$ cat src/mkm_pkg.sv
// ----------------------------------------------------------------------------
// Mouse-key motion controller package
// Shared codes, register defaults, payload types and the speed ramp function.
// ----------------------------------------------------------------------------
`default_nettype none

package mkm_pkg;

    // Request action codes
    localparam logic [2:0] ACT_TICK    = 3'd0;
    localparam logic [2:0] ACT_PRESS   = 3'd1;
    localparam logic [2:0] ACT_RELEASE = 3'd2;
    localparam logic [2:0] ACT_CLEAR   = 3'd3;
    localparam logic [2:0] ACT_SEND    = 3'd4;

    // Mouse keys live in the top page of the keycode space
    localparam logic [3:0] KEY_PAGE        = 4'hF;
    localparam logic [3:0] KEY_UP          = 4'h0;
    localparam logic [3:0] KEY_DOWN        = 4'h1;
    localparam logic [3:0] KEY_LEFT        = 4'h2;
    localparam logic [3:0] KEY_RIGHT       = 4'h3;
    localparam logic [3:0] KEY_BTN1        = 4'h4;
    localparam logic [3:0] KEY_BTN2        = 4'h5;
    localparam logic [3:0] KEY_BTN3        = 4'h6;
    localparam logic [3:0] KEY_BTN4        = 4'h7;
    localparam logic [3:0] KEY_BTN5        = 4'h8;
    localparam logic [3:0] KEY_WHEEL_UP    = 4'h9;
    localparam logic [3:0] KEY_WHEEL_DOWN  = 4'hA;
    localparam logic [3:0] KEY_WHEEL_LEFT  = 4'hB;
    localparam logic [3:0] KEY_WHEEL_RIGHT = 4'hC;
    localparam logic [3:0] KEY_ACCEL0      = 4'hD;
    localparam logic [3:0] KEY_ACCEL1      = 4'hE;
    localparam logic [3:0] KEY_ACCEL2      = 4'hF;

    // Configuration register indexes
    localparam logic [1:0] CFG_TOP_SPEED    = 2'd0;
    localparam logic [1:0] CFG_RAMP_PERIOD  = 2'd1;
    localparam logic [1:0] CFG_RAMP_RESTART = 2'd2;

    // Register defaults
    localparam logic [6:0] TOP_SPEED_RST    = 7'd20;
    localparam logic [7:0] RAMP_PERIOD_RST  = 8'd12;
    localparam logic [7:0] RAMP_RESTART_RST = 8'd0;

    // Report timing
    localparam logic [15:0] SLOW_WAIT_MS   = 16'd50;
    localparam logic [15:0] FAST_WAIT_MS   = 16'd5;
    localparam logic [15:0] MS_SAT         = 16'hFFFF;
    localparam logic [3:0]  WHEEL_DIV_MASK = 4'hF;

    localparam logic signed [7:0] SPEED_POS1 = 8'sd1;
    localparam logic signed [7:0] SPEED_NEG1 = -8'sd1;
    localparam logic [6:0]        MAG_SAT    = 7'd127;

    typedef struct packed {
        logic [6:0] top_speed;
        logic [7:0] ramp_period;
        logic [7:0] ramp_restart;
    } cfg_t;

    typedef struct packed {
        logic [2:0] action;
        logic [7:0] key_code;
    } cmd_t;

    typedef struct packed {
        logic [4:0]        buttons;
        logic signed [7:0] move_x;
        logic signed [7:0] move_y;
        logic signed [7:0] wheel_vertical;
        logic signed [7:0] wheel_horizontal;
    } report_t;

    // One ramp step of a signed speed: grow by one up to top, or jump to a
    // fixed magnitude of top/4 times the accel bits; sign kept, zero stays zero.
    function automatic logic signed [7:0] step_speed(
        input logic signed [7:0] s,
        input logic [6:0]        top,
        input logic [2:0]        accel
    );
        logic [7:0]        prod;
        logic [6:0]        sat;
        logic signed [8:0] up;
        logic signed [8:0] dn;
        logic signed [8:0] lim;
        logic signed [8:0] nlim;
        logic signed [7:0] res;
        prod = {3'b000, top[6:2]} * {5'b00000, accel};
        sat  = (prod > {1'b0, MAG_SAT}) ? MAG_SAT : prod[6:0];
        up   = {s[7], s} + 9'sd1;
        dn   = {s[7], s} - 9'sd1;
        lim  = $signed({2'b00, top});
        nlim = 9'sd0 - lim;
        if (s == 8'sd0)
            res = 8'sd0;
        else if (accel != 3'd0)
            res = s[7] ? $signed(8'd0 - {1'b0, sat}) : $signed({1'b0, sat});
        else if (!s[7])
            res = (up > lim) ? lim[7:0] : up[7:0];
        else
            res = (dn < nlim) ? nlim[7:0] : dn[7:0];
        return res;
    endfunction

endpackage

`default_nettype wire

$ cat src/mkm_stream_if.sv
// ----------------------------------------------------------------------------
// Mouse-key stream channel
// Valid/ready channel carrying one payload struct per request.
// ----------------------------------------------------------------------------
`default_nettype none

interface mkm_stream_if #(
    parameter type T = logic
);
    logic valid;
    logic ready;
    T     data;

    modport source (output valid, output data, input ready);
    modport sink   (input valid, input data, output ready);
endinterface

`default_nettype wire

$ cat src/mkm_cfg_regs.sv
// ----------------------------------------------------------------------------
// Mouse-key configuration registers
// Holds max speed, ramp period and ramp restart value; write only.
// ----------------------------------------------------------------------------
`default_nettype none

module mkm_cfg_regs (
    input  wire logic         clk,
    input  wire logic         rst_n,
    input  wire logic         cfg_we,
    input  wire logic [1:0]   cfg_index,
    input  wire logic [7:0]   cfg_data,
    output mkm_pkg::cfg_t     cfg
);

    mkm_pkg::cfg_t cfg_reg;
    mkm_pkg::cfg_t cfg_next;

    // Decode the write; unknown indexes drop the data
    always_comb
    begin
        cfg_next = cfg_reg;
        if (cfg_we)
        begin
            unique case (cfg_index)
                mkm_pkg::CFG_TOP_SPEED:    cfg_next.top_speed    = cfg_data[6:0];
                mkm_pkg::CFG_RAMP_PERIOD:  cfg_next.ramp_period  = cfg_data;
                mkm_pkg::CFG_RAMP_RESTART: cfg_next.ramp_restart = cfg_data;
                default:                   cfg_next = cfg_reg;
            endcase
        end
    end

    always_ff @(posedge clk or negedge rst_n)
    begin
        if (!rst_n)
        begin
            cfg_reg.top_speed    <= mkm_pkg::TOP_SPEED_RST;
            cfg_reg.ramp_period  <= mkm_pkg::RAMP_PERIOD_RST;
            cfg_reg.ramp_restart <= mkm_pkg::RAMP_RESTART_RST;
        end
        else
        begin
            cfg_reg <= cfg_next;
        end
    end

    assign cfg = cfg_reg;

endmodule

`default_nettype wire

$ cat src/mkm_engine.sv
// ----------------------------------------------------------------------------
// Mouse-key motion engine
// Holds buttons, speeds and timers; applies one request per cycle while fire
// is high and forms the report that the request causes.
// ----------------------------------------------------------------------------
`default_nettype none

module mkm_engine (
    input  wire logic            clk,
    input  wire logic            rst_n,
    input  wire logic            fire,
    input  wire mkm_pkg::cmd_t   cmd,
    input  wire mkm_pkg::cfg_t   cfg,
    output logic                 rpt_valid,
    output mkm_pkg::report_t     rpt
);

    logic [4:0]        buttons_reg,  buttons_next;
    logic signed [7:0] speed_x_reg,  speed_x_next;
    logic signed [7:0] speed_y_reg,  speed_y_next;
    logic signed [7:0] wheel_v_reg,  wheel_v_next;
    logic signed [7:0] wheel_h_reg,  wheel_h_next;
    logic [2:0]        accel_reg,    accel_next;
    logic [7:0]        wheel_div_reg, wheel_div_next;
    logic [7:0]        ramp_reg,     ramp_next;
    logic [15:0]       ms_reg,       ms_next;
    logic              fast_reg,     fast_next;

    logic [15:0] ms_inc;
    logic [15:0] wait_ms;
    logic [7:0]  wheel_div_inc;
    logic [7:0]  ramp_inc;
    logic        moving;
    logic        mouse_key;
    logic [3:0]  key;
    logic [4:0]  btn_bit;
    logic [2:0]  accel_bit;

    // Work out the next state and any report for the request
    always_comb
    begin
        buttons_next   = buttons_reg;
        speed_x_next   = speed_x_reg;
        speed_y_next   = speed_y_reg;
        wheel_v_next   = wheel_v_reg;
        wheel_h_next   = wheel_h_reg;
        accel_next     = accel_reg;
        wheel_div_next = wheel_div_reg;
        ramp_next      = ramp_reg;
        ms_next        = ms_reg;
        fast_next      = fast_reg;

        ms_inc        = (ms_reg == mkm_pkg::MS_SAT) ? ms_reg : ms_reg + 16'd1;
        wait_ms       = fast_reg ? mkm_pkg::FAST_WAIT_MS : mkm_pkg::SLOW_WAIT_MS;
        wheel_div_inc = wheel_div_reg + 8'd1;
        ramp_inc      = ramp_reg + 8'd1;
        moving        = (speed_x_reg != 8'sd0) || (speed_y_reg != 8'sd0)
                     || (wheel_v_reg != 8'sd0) || (wheel_h_reg != 8'sd0);
        mouse_key     = (cmd.key_code[7:4] == mkm_pkg::KEY_PAGE);
        key           = cmd.key_code[3:0];
        btn_bit       = 5'(5'b00001 << (key - mkm_pkg::KEY_BTN1));
        accel_bit     = 3'(3'b001 << (key - mkm_pkg::KEY_ACCEL0));

        rpt_valid             = 1'b0;
        rpt.buttons           = buttons_reg;
        rpt.move_x            = speed_x_reg;
        rpt.move_y            = speed_y_reg;
        rpt.wheel_vertical    = wheel_v_reg;
        rpt.wheel_horizontal  = wheel_h_reg;

        unique case (cmd.action)
            mkm_pkg::ACT_TICK:
            begin
                ms_next = ms_inc;
                if (ms_inc >= wait_ms)
                begin
                    if (!moving)
                    begin
                        // nothing moving: fall back to the slow wait
                        fast_next = 1'b0;
                    end
                    else
                    begin
                        fast_next      = 1'b1;
                        wheel_div_next = wheel_div_inc;
                        rpt_valid      = 1'b1;
                        ms_next        = '0;
                        // drop the wheel on divided reports
                        if ((wheel_div_inc[3:0] & mkm_pkg::WHEEL_DIV_MASK) != 4'd0)
                        begin
                            rpt.wheel_vertical   = 8'sd0;
                            rpt.wheel_horizontal = 8'sd0;
                        end
                        // advance the ramp
                        if (ramp_inc > cfg.ramp_period)
                        begin
                            ramp_next    = cfg.ramp_restart;
                            speed_x_next = mkm_pkg::step_speed(speed_x_reg,
                                               cfg.top_speed, accel_reg);
                            speed_y_next = mkm_pkg::step_speed(speed_y_reg,
                                               cfg.top_speed, accel_reg);
                            wheel_v_next = mkm_pkg::step_speed(wheel_v_reg,
                                               cfg.top_speed, accel_reg);
                            wheel_h_next = mkm_pkg::step_speed(wheel_h_reg,
                                               cfg.top_speed, accel_reg);
                        end
                        else
                        begin
                            ramp_next = ramp_inc;
                        end
                    end
                end
            end
            mkm_pkg::ACT_PRESS:
            begin
                if (mouse_key)
                begin
                    unique case (key)
                        mkm_pkg::KEY_UP:          speed_y_next = mkm_pkg::SPEED_NEG1;
                        mkm_pkg::KEY_DOWN:        speed_y_next = mkm_pkg::SPEED_POS1;
                        mkm_pkg::KEY_LEFT:        speed_x_next = mkm_pkg::SPEED_NEG1;
                        mkm_pkg::KEY_RIGHT:       speed_x_next = mkm_pkg::SPEED_POS1;
                        mkm_pkg::KEY_BTN1, mkm_pkg::KEY_BTN2, mkm_pkg::KEY_BTN3,
                        mkm_pkg::KEY_BTN4, mkm_pkg::KEY_BTN5:
                            buttons_next = buttons_reg | btn_bit;
                        mkm_pkg::KEY_WHEEL_UP:
                        begin
                            wheel_v_next   = mkm_pkg::SPEED_POS1;
                            wheel_div_next = '0;
                        end
                        mkm_pkg::KEY_WHEEL_DOWN:
                        begin
                            wheel_v_next   = mkm_pkg::SPEED_NEG1;
                            wheel_div_next = '0;
                        end
                        mkm_pkg::KEY_WHEEL_LEFT:
                        begin
                            wheel_h_next   = mkm_pkg::SPEED_NEG1;
                            wheel_div_next = '0;
                        end
                        mkm_pkg::KEY_WHEEL_RIGHT:
                        begin
                            wheel_h_next   = mkm_pkg::SPEED_POS1;
                            wheel_div_next = '0;
                        end
                        mkm_pkg::KEY_ACCEL0, mkm_pkg::KEY_ACCEL1, mkm_pkg::KEY_ACCEL2:
                            accel_next = accel_reg | accel_bit;
                    endcase
                end
            end
            mkm_pkg::ACT_RELEASE:
            begin
                // a direction clears only if its sign matches the key
                if (mouse_key)
                begin
                    unique case (key)
                        mkm_pkg::KEY_UP:
                            if (speed_y_reg < 8'sd0) speed_y_next = 8'sd0;
                        mkm_pkg::KEY_DOWN:
                            if (speed_y_reg > 8'sd0) speed_y_next = 8'sd0;
                        mkm_pkg::KEY_LEFT:
                            if (speed_x_reg < 8'sd0) speed_x_next = 8'sd0;
                        mkm_pkg::KEY_RIGHT:
                            if (speed_x_reg > 8'sd0) speed_x_next = 8'sd0;
                        mkm_pkg::KEY_BTN1, mkm_pkg::KEY_BTN2, mkm_pkg::KEY_BTN3,
                        mkm_pkg::KEY_BTN4, mkm_pkg::KEY_BTN5:
                            buttons_next = buttons_reg & ~btn_bit;
                        mkm_pkg::KEY_WHEEL_UP:
                            if (wheel_v_reg > 8'sd0) wheel_v_next = 8'sd0;
                        mkm_pkg::KEY_WHEEL_DOWN:
                            if (wheel_v_reg < 8'sd0) wheel_v_next = 8'sd0;
                        mkm_pkg::KEY_WHEEL_LEFT:
                            if (wheel_h_reg < 8'sd0) wheel_h_next = 8'sd0;
                        mkm_pkg::KEY_WHEEL_RIGHT:
                            if (wheel_h_reg > 8'sd0) wheel_h_next = 8'sd0;
                        mkm_pkg::KEY_ACCEL0, mkm_pkg::KEY_ACCEL1, mkm_pkg::KEY_ACCEL2:
                            accel_next = accel_reg & ~accel_bit;
                    endcase
                end
            end
            mkm_pkg::ACT_CLEAR:
            begin
                // keep the timers
                buttons_next = '0;
                accel_next   = '0;
                speed_x_next = 8'sd0;
                speed_y_next = 8'sd0;
                wheel_v_next = 8'sd0;
                wheel_h_next = 8'sd0;
            end
            mkm_pkg::ACT_SEND:
            begin
                rpt_valid = 1'b1;
                ms_next   = '0;
            end
            default:
            begin
                rpt_valid = 1'b0;
            end
        endcase
    end

    // Hold state; update only when a request is applied
    always_ff @(posedge clk or negedge rst_n)
    begin
        if (!rst_n)
        begin
            buttons_reg   <= '0;
            speed_x_reg   <= '0;
            speed_y_reg   <= '0;
            wheel_v_reg   <= '0;
            wheel_h_reg   <= '0;
            accel_reg     <= '0;
            wheel_div_reg <= '0;
            ramp_reg      <= '0;
            ms_reg        <= '0;
            fast_reg      <= 1'b0;
        end
        else if (fire)
        begin
            buttons_reg   <= buttons_next;
            speed_x_reg   <= speed_x_next;
            speed_y_reg   <= speed_y_next;
            wheel_v_reg   <= wheel_v_next;
            wheel_h_reg   <= wheel_h_next;
            accel_reg     <= accel_next;
            wheel_div_reg <= wheel_div_next;
            ramp_reg      <= ramp_next;
            ms_reg        <= ms_next;
            fast_reg      <= fast_next;
        end
    end

    // A clear leaves no motion and no buttons behind
    a_clear_stops: assert property (@(posedge clk) disable iff (!rst_n)
        fire && (cmd.action == mkm_pkg::ACT_CLEAR) |=>
            (buttons_reg == 5'd0) && (accel_reg == 3'd0) && (speed_x_reg == 8'sd0)
            && (speed_y_reg == 8'sd0) && (wheel_v_reg == 8'sd0) && (wheel_h_reg == 8'sd0))
        else $error("clear left state behind");

    // Every report restarts the millisecond count
    a_report_restarts: assert property (@(posedge clk) disable iff (!rst_n)
        fire && rpt_valid |=> (ms_reg == 16'd0))
        else $error("report did not restart the ms count");

    // Fast repeat is entered only by a tick report
    a_fast_on_report: assert property (@(posedge clk) disable iff (!rst_n)
        $rose(fast_reg) |-> $past(fire && rpt_valid && (cmd.action == mkm_pkg::ACT_TICK)))
        else $error("fast repeat set without a tick report");

    // Speeds never reach the unrepresentable magnitude
    a_speed_range: assert property (@(posedge clk) disable iff (!rst_n)
        (speed_x_reg != -8'sd128) && (speed_y_reg != -8'sd128)
        && (wheel_v_reg != -8'sd128) && (wheel_h_reg != -8'sd128))
        else $error("speed out of range");

endmodule

`default_nettype wire

$ cat src/mouse_key_motion_controller.sv
// ----------------------------------------------------------------------------
// Mouse-key motion controller
// Turns mouse key events and 1 ms ticks into pointer and wheel reports.
// ----------------------------------------------------------------------------
// A request goes through the input register, then the report register;
//   requests with no report leave none. Throughput: one request per cycle
//   unless a held report stalls, set by the single state update stage.
// Reset: rst_n clears all motion state and timers and loads the register
//   defaults (max speed 20, ramp period 12, ramp restart 0).
`default_nettype none

module mouse_key_motion_controller (
    input  wire logic                                  clk,
    input  wire logic                                  rst_n,
    input  wire logic                                  cfg_we,
    input  wire logic [1:0]                            cfg_index,
    input  wire logic [7:0]                            cfg_data,
    mkm_stream_if.sink                                 cmd,
    mkm_stream_if.source                               rpt
);

    mkm_pkg::cfg_t    cfg;
    mkm_pkg::cmd_t    cmd_reg;
    logic             cmd_valid_reg;
    logic             cmd_valid_next;
    logic             adv;
    logic             eng_valid;
    mkm_pkg::report_t eng_rpt;
    mkm_pkg::report_t rpt_reg;
    logic             rpt_valid_reg;
    logic             rpt_valid_next;

    mkm_cfg_regs u_cfg (
        .clk       (clk),
        .rst_n     (rst_n),
        .cfg_we    (cfg_we),
        .cfg_index (cfg_index),
        .cfg_data  (cfg_data),
        .cfg       (cfg)
    );

    // Apply the held request once the report slot can take its result
    assign adv       = cmd_valid_reg && (!rpt_valid_reg || rpt.ready);
    assign cmd.ready = !cmd_valid_reg || adv;

    mkm_engine u_engine (
        .clk       (clk),
        .rst_n     (rst_n),
        .fire      (adv),
        .cmd       (cmd_reg),
        .cfg       (cfg),
        .rpt_valid (eng_valid),
        .rpt       (eng_rpt)
    );

    always_comb
    begin
        cmd_valid_next = cmd_valid_reg;
        if (cmd.valid && cmd.ready)
            cmd_valid_next = 1'b1;
        else if (adv)
            cmd_valid_next = 1'b0;

        rpt_valid_next = rpt_valid_reg;
        if (adv)
            rpt_valid_next = eng_valid;
        else if (rpt.ready)
            rpt_valid_next = 1'b0;
    end

    // Input register: take a new request whenever the slot frees
    always_ff @(posedge clk or negedge rst_n)
    begin
        if (!rst_n)
            cmd_valid_reg <= 1'b0;
        else
            cmd_valid_reg <= cmd_valid_next;
    end

    always_ff @(posedge clk)
    begin
        if (cmd.valid && cmd.ready)
            cmd_reg <= cmd.data;
    end

    // Report register: hold a result until it is taken
    always_ff @(posedge clk or negedge rst_n)
    begin
        if (!rst_n)
            rpt_valid_reg <= 1'b0;
        else
            rpt_valid_reg <= rpt_valid_next;
    end

    always_ff @(posedge clk)
    begin
        if (adv && eng_valid)
            rpt_reg <= eng_rpt;
    end

    assign rpt.valid = rpt_valid_reg;
    assign rpt.data  = rpt_reg;

endmodule

`default_nettype wire

$ cat src/flat_wrapper.sv
// flat-port wrapper written by rule: the top's interface ports become plain ports
module mouse_key_motion_controller_flat 
  (clk, rst_n, cfg_we, cfg_index, cfg_data, cmd_valid, cmd_data, cmd_ready, rpt_valid, rpt_data, rpt_ready);
  mkm_stream_if #(.T(mkm_pkg::cmd_t)) cmd_i ();
  mkm_stream_if #(.T(mkm_pkg::report_t)) rpt_i ();
  input  wire logic clk;
  input  wire logic rst_n;
  input  wire logic cfg_we;
  input  wire logic [1:0] cfg_index;
  input  wire logic [7:0] cfg_data;
  input wire logic [$bits(cmd_i.valid)-1:0] cmd_valid;
  input wire logic [$bits(cmd_i.data)-1:0] cmd_data;
  output wire logic [$bits(cmd_i.ready)-1:0] cmd_ready;
  output wire logic [$bits(rpt_i.valid)-1:0] rpt_valid;
  output wire logic [$bits(rpt_i.data)-1:0] rpt_data;
  input wire logic [$bits(rpt_i.ready)-1:0] rpt_ready;
  assign cmd_i.valid = cmd_valid;
  assign cmd_i.data = cmd_data;
  assign cmd_ready = cmd_i.ready;
  assign rpt_valid = rpt_i.valid;
  assign rpt_data = rpt_i.data;
  assign rpt_i.ready = rpt_ready;
  mouse_key_motion_controller u_core (.clk(clk), .rst_n(rst_n), .cfg_we(cfg_we), .cfg_index(cfg_index), .cfg_data(cfg_data), .cmd(cmd_i), .rpt(rpt_i));
endmodule
$ cat config.mk
export PLATFORM = sky130hd
export DESIGN_NAME = mouse_key_motion_controller_flat
export DESIGN_NICKNAME = d
export VERILOG_FILES = /design/src/mkm_pkg.sv /design/src/mkm_stream_if.sv /design/src/mkm_cfg_regs.sv /design/src/mkm_engine.sv /design/src/mouse_key_motion_controller.sv /design/src/flat_wrapper.sv
export SDC_FILE = /design/constraint.sdc
export NUM_CORES = 1
export LEC_CHECK = 0
export ABC_AREA = 1
export BUFFER_PORTS_ARGS = -buffer_cell sky130_fd_sc_hd__clkbuf_2
export CELL_PAD_IN_SITES_DETAIL_PLACEMENT = 2
export CELL_PAD_IN_SITES_GLOBAL_PLACEMENT = 2
export CORE_MARGIN = 2
export CORE_UTILIZATION = 30
export CTS_BUF_LIST = sky130_fd_sc_hd__clkbuf_4 sky130_fd_sc_hd__clkbuf_8 sky130_fd_sc_hd__clkbuf_16
export DETAILED_ROUTE_END_ITERATION = 8
export PLACE_DENSITY = 0.75
export SETUP_SLACK_MARGIN = 0.15
export SYNTH_ARGS = -nofsm -noshare
export SYNTH_HDL_FRONTEND = slang
export SYNTH_SLANG_ARGS = --single-unit
$ cat constraint.sdc
create_clock -name clk -period 6.3 [get_ports clk]
set_clock_uncertainty 0.05 [all_clocks]
set_input_delay 1.26 -clock clk [delete_from_list [all_inputs] [get_ports clk]]
set_output_delay 1.26 -clock clk [all_outputs]
set_load 0.1 [all_outputs]
==> impl_metrics.tcl, run 1 <==
set metrics [dict create \
    clkTransAtPathRegs_ns 0.06 \
    hold_viol_final 0 \
    numCtsBuffers 17 \
    synthCells 1713 \
    cts_tree "done" \
    finalSetupViolations 0 \
    timing.final.ws_setup_ns 1.90 \
    path_max_fanout 9 \
    insertion_delay_ns 0.46 \
    rows 73 \
    hold_buffers 0 \
    gp_congestion 0.896 \
    io_pins 65 \
    synth_top_cell_by_area "dfrtp_1" \
    yosysMostFrequentCell "nand2_1" \
    cts_setup_buffers 0 \
    firstDrtPassIters 5 \
    drt_iter0_markers 537 \
    ant_nets 0 \
    ys_top_cells_by_area "dfrtp_1 (19%), nand2_1 (18%), edfxtp_1 (12%)" \
    cts_sinks 142 \
    dieArea_sq_mm 0.0415 \
    synth_nets 1851 \
    ys_seq_elements 142 \
    fp.dieH_um 204 \
    avgRoutedWirePerCell_um 20.2 \
    min_path_type "register to register" \
    wl_um 46300 \
    layout.nets 1893 \
    grt_max_degree 66 \
    dp_cells 2261 \
    grt_first_pass_wirelength_um 72900 \
    yosysWarnings 0 \
    cts-root-buf "clkbuf_16" \
    antenna_cells_inserted 0 \
    clock_tree.buffer_depth 2 \
    core_sq_mm 0.0395 \
    drc_errors 0 \
    synth_edf_count 48 \
    routed-via-count 11700 \
    holdWs_ns 0.415 \
    seqCellArea_sq_mm 0.00380 \
    tns_ns 0 \
    async_reset_ff_share_pct 66.2 \
    start_util_pct 30.3 \
    ir_drop_mv 0.226 \
    syn_to_final_growth_pct 12.4 \
    cts_resized 0 \
    worstPathArrival_ns 4.74 \
    post-route-period-util_pct 69.9 \
    antenna_found_initial 0 \
    rsz0062_at_grt "no" \
    grt_util_all_layers_pct 22.9 \
    instances_no_fill 2293 \
    dp_hpwl_um 35700 \
    place_ws_ns 1.95 \
    ys_top_cells_by_count "nand2_1 (573), inv_1 (193), nand3_1 (135)" \
    n_fill_cell 4755 \
    multi_input_area_sq_mm 0.00720 \
    leakagePower_nw 6.94 \
    end_kind "register" \
    drv_cap 0 \
    worstPathRequired_ns 6.64 \
    portBuffers 64 \
    slew_headroom_pct 34.6 \
    max_freq_ghz 0.227 \
    status "finished, final reports clean" \
    path_class "register to register" \
    synth_cell_types 51 \
    synth_top_area_share_pct 18.8 \
    powerDensity_mw_per_mm2 525 \
    htreeDepth 4 \
    overflow 0 \
    synthesis.area_per_instance_sq_um 6.98 \
    syn_area_sq_mm 0.0120 \
    setup.worst_path.start_class "register" \
    vias_per_cell 5.12 \
    drive_gt1_share_pct 9.67 \
    yosysSeqAreaShare_pct 31.8 \
    post-route-min-period_ns 4.40 \
    drv_slew 0 \
    ys.flop_type "dfrtp_1" \
    die_w_um 204 \
    worst_pin_slew_ns 0.981 \
    largest_reg_flops 37 \
    power.total_mw 7.06 \
    grt_pass1_vias 12700 \
]
-- worst paths after layout --
| path | slack, ns | to | cells past startpoint | startpoint |
|---|---|---|---|---|
| worst max-delay path | 1.90 | u_core.u_engine.wheel_h_reg[4]$_DFFE_PN0P_ | 20 | u_core.u_cfg.cfg[20]$_DFFE_PN1P_ |
| worst min-delay path | 0.42 | u_core.rpt.data[32]$_DFFE_PP_ | 0 | u_core.u_engine.buttons_reg[0]$_DFFE_PN0P_ |
| worst max register to register | 1.90 | u_core.u_engine.wheel_h_reg[4]$_DFFE_PN0P_ | 20 | u_core.u_cfg.cfg[20]$_DFFE_PN1P_ |
| worst min register to register | 0.42 | u_core.rpt.data[32]$_DFFE_PP_ | 0 | u_core.u_engine.buttons_reg[0]$_DFFE_PN0P_ |
| max in group asynchronous | 4.21 | u_core.u_engine.wheel_v_reg[3]$_DFFE_PN0P_ | 2 | rst_n |
| min in group asynchronous | 0.70 | u_core.u_engine.ms_reg[5]$_DFFE_PN0P_ | 1 | rst_n |
-- per-stage QoR --
step           utilization [%]  area, sq um
3_3_place_gp              32.5        12800
2_1_floorplan                -        12000
3_5_place_dp              32.5        12800
5_1_grt                   34.0        13400
4_1_cts                   34.0        13400
6_report                  34.0        13400
-- worst max-delay path, stage by stage (launching register included) --
cell,delay [ns]
dfstp_2,0.70
nand2_1,0.13
fa_1,0.56
inv_1,0.05
ha_1,0.37
nand2_1,0.09
nand2_1,0.08
inv_2,0.06
nand2_1,0.08
a21boi_2,0.23
nand2_1,0.24
inv_1,0.12
ha_1,0.25
nand2_1,0.09
o21ai_0,0.48
nand3_1,0.16
a21oi_1,0.27
nand2_1,0.12
nand2_1,0.07
nand2_1,0.06
nand2_1,0.07
-- power by group --
part	internal (mW)	total, mW	leakage, nW	switching [mW]
clock network	0.634	1.07	0.302	0.433
logic	1.37	4.44	4.97	3.07
registers	1.18	1.55	1.67	0.365
-- final cells by class --
class / count / share of cell area [%]
Clock buffer: 22 / 3.67
Clock inverter: 10 / 0.828
Inverter: 207 / 5.80
Multi-Input combinational cell: 1312 / 53.5
Sequential cell: 142 / 28.3
Tap cell: 525 / 4.89
Timing Repair Buffer: 75 / 3.02
-- cell usage in the layout, fill, tap and decap left out, drive strengths merged, types with 21 or more instances in the layout --
cell type / count
a21oi: 120
clkbuf: 85
dfrtp: 90
edfxtp: 48
ha: 108
inv: 208
nand2: 589
nand3: 140
nand4: 26
nor2: 113
nor3: 21
o21ai: 71
xor2: 56
-- per-layer routing --
metal  vias up  part of all wire [%]  global-route usage, %
li1       5641                     -                      -
met5         -                     0                      0
met1      5846                    46                   29.0
met2       183                    49                   39.4
met3        63                   2.6                   2.78
met4         0                   3.0                   8.99
-- kinds of logic (layout without fill, tap and decap cells) --
logic type,after synthesis,count (layout),share of synthesized area [%]
DFF,142,142,31.8
AOI/OAI and AO/OA,229,229,10.5
xor gates and xnor gates,62,62,4.54
buffers and inverters,259,314,8.34
muxes,5,5,0.429
adders and majority gates,112,112,12.0
and+or+nand+nor,904,904,32.5
Power figures use the tool's default switching activity.
==> run 2: changes to the inputs <==
clock period = 4.1 ns   (was 6.3 ns; I/O delays follow)
==> run 2 against run 1 <==
Net effect:
- count of clock-buffer cells in the layout is 1 lower
- critical path type unchanged
- routed wire length is 3.6% higher
- highest routed layer unchanged
- fmax is 18% higher
- sequential power is 50% higher
- combinational power is 60% higher
- non-clock buffer count is 34 higher
- first-iteration DRC count is 7.3% lower
- critical endpoint is now u_core.u_engine.speed_x_reg[4]$_DFFE_PN0P_
- hold slack worse by 0.070 ns
- critical path depth is 1 higher
- flip-flop and latch count stayed put
- global-route usage is 0.88 points higher
- sequential share of layout area is 0.64 points lower
==> impl_metrics.tcl, run 2 (synthesis results as in run 1) <==
set metrics [dict create \
    status "finished, final reports clean" \
    r2r_cells 21 \
    n_fill_cell 4768 \
    power.total_mw 11.1 \
    reg2reg_to "u_core.u_engine.speed_x_reg[4]$_DFFE_PN0P_" \
    hold_buffers 0 \
    clock_tree.buffer_depth 2 \
    cts-root-buf "clkbuf_16" \
    drive_gt1_share_pct 11.9 \
    grt_pass1_vias 13200 \
    dieArea_sq_mm 0.0415 \
    insertion_delay_ns 0.47 \
    dp_hpwl_um 36400 \
    tns_ns 0 \
    grt_max_degree 53 \
    io_pins 65 \
    start_util_pct 30.3 \
    path_max_fanout 5 \
    endpoint "u_core.u_engine.speed_x_reg[4]$_DFFE_PN0P_" \
    firstDrtPassIters 5 \
    r2r_start "u_core.u_cfg.cfg[20]$_DFFE_PN1P_" \
    multi_input_area_sq_mm 0.00724 \
    largest_reg_flops 37 \
    final_util_pct 34.8 \
    htreeDepth 4 \
    hold_viol_final 0 \
    cts_sinks 142 \
    powerDensity_mw_per_mm2 806 \
    setup.worst_path.start_class "register" \
    routed-via-count 12000 \
    antenna_cells_inserted 0 \
    worstPathArrival_ns 4.09 \
    numCtsBuffers 17 \
    portBuffers 64 \
    core_sq_mm 0.0395 \
    rsz0062_at_grt "yes" \
    fp.dieH_um 204 \
    post-route-period-util_pct 91.1 \
    overflow 0 \
    vias_per_cell 5.14 \
    die_w_um 204 \
    drt_iter0_markers 498 \
    max_freq_ghz 0.268 \
    cts_tree "done" \
    gp_congestion 0.861 \
    setup.worst_path.start "u_core.u_cfg.cfg[20]$_DFFE_PN1P_" \
    end_kind "register" \
    drv_cap 0 \
    fin_area_sq_mm 0.0138 \
    rows 73 \
    finalSetupViolations 0 \
    slew_headroom_pct 38.1 \
    syn_to_final_growth_pct 15.1 \
    post-route-min-period_ns 3.74 \
    wl_um 48000 \
    drv_slew 0 \
    seqCellArea_sq_mm 0.00380 \
    min_path_type "input pin to asynchronous set/reset pin" \
    final_common_cell "nand2_1" \
    final_cell_mix "nand2_1 (571), inv_1 (193), nand3_1 (135), a21oi_1 (118), ha_1 (106)" \
    worstPathRequired_ns 4.46 \
    ant_nets 0 \
    path_class "register to register" \
    drc_errors 0 \
    worst_pin_slew_ns 0.922 \
    leakagePower_nw 7.12 \
    ir_drop_mv 0.320 \
    grt_util_all_layers_pct 23.7 \
    placed_area_sq_mm 0.0131 \
    layout.nets 1927 \
    r2r_slack_ns 0.36 \
    antenna_found_initial 0 \
    clkTransAtPathRegs_ns 0.07 \
    grt_first_pass_wirelength_um 76100 \
    avgRoutedWirePerCell_um 20.6 \
]
[run 2: what timing repair did]
action                     in CTS  in global routing
buffers inserted                0                  3
cloned                          0                  0
pin swaps                       0                  2
resized for setup               3                 11
setup endpoints to repair      62                 96
[run 2: worst min-delay path by stage]
| stage | from | end | cells past startpoint |
|---|---|---|---|
| final | rst_n | u_core.u_engine.ms_reg[2]$_DFFE_PN0P_ | 1 |
| after global routing | rst_n | u_core.u_engine.ms_reg[2]$_DFFE_PN0P_ | 1 |
| after CTS | rst_n | u_core.u_engine.ms_reg[2]$_DFFE_PN0P_ | 1 |
| after detailed placement | u_core.u_engine.buttons_reg[4]$_DFFE_PN0P_ | u_core.rpt.data[36]$_DFFE_PP_ | 0 |
| after global placement | u_core.u_engine.buttons_reg[4]$_DFFE_PN0P_ | u_core.rpt.data[36]$_DFFE_PP_ | 0 |
| after floorplan | u_core.u_engine.speed_y_reg[2]$_DFFE_PN0P_ | u_core.rpt.data[18]$_DFFE_PP_ | 0 |
[run 2: area by class of cell]
type,instances,area share [%]
clock inverters,11,0.927
flip-flops and latches,142,27.6
well taps,525,4.77
inverters,207,5.66
clock buffers,21,3.44
multi-input cells,1312,52.6
repair buffers,109,5.01
[run 2: per-layer routing]
metal / up-vias / wire length (um) / GRT usage [%]
li1: 5710 / - / -
met5: - / 0 / 0
met4: 0 / 897 / 7.17
met3: 52 / 1240 / 2.76
met2: 146 / 24100 / 41.8
met1: 6055 / 21800 / 30.4
[run 2: critical path, stage by stage (launching register included)]
cell and delay, ns:
dfstp_2 0.56, nand2_1 0.08, fa_1 0.54, inv_1 0.05, ha_1 0.37, nand2_1 0.09
nand2_1 0.09, inv_2 0.07, nand2_1 0.11, a21boi_4 0.23, nand2_2 0.16, inv_1 0.14
ha_4 0.18, nand2_1 0.06, o21ai_0 0.14, buf_4 0.15, nand3_1 0.07, a21oi_1 0.22
nand2_1 0.12, nand2_1 0.08, nand2_1 0.07, nand2_1 0.07
[run 2: where the power goes]
part           leakage (nW)  total (mW)  internal (mW)  switching [mW]
logic                  5.16        7.10           2.25            4.84
registers              1.66        2.33           1.82           0.511
clock network         0.303        1.67          0.959           0.708
total                  7.12        11.1           5.03            6.06
[run 2: through the flow]
stage,hold slack [ns],setup slack (ns),std cells
2_1_floorplan,0.370,0.496,1713
3_3_place_gp,0.396,0.193,2292
3_5_place_dp,0.404,0.100,2292
4_1_cts,0.341,0.139,2324
5_1_grt,0.377,0.0512,2327
6_report,0.345,0.363,2327
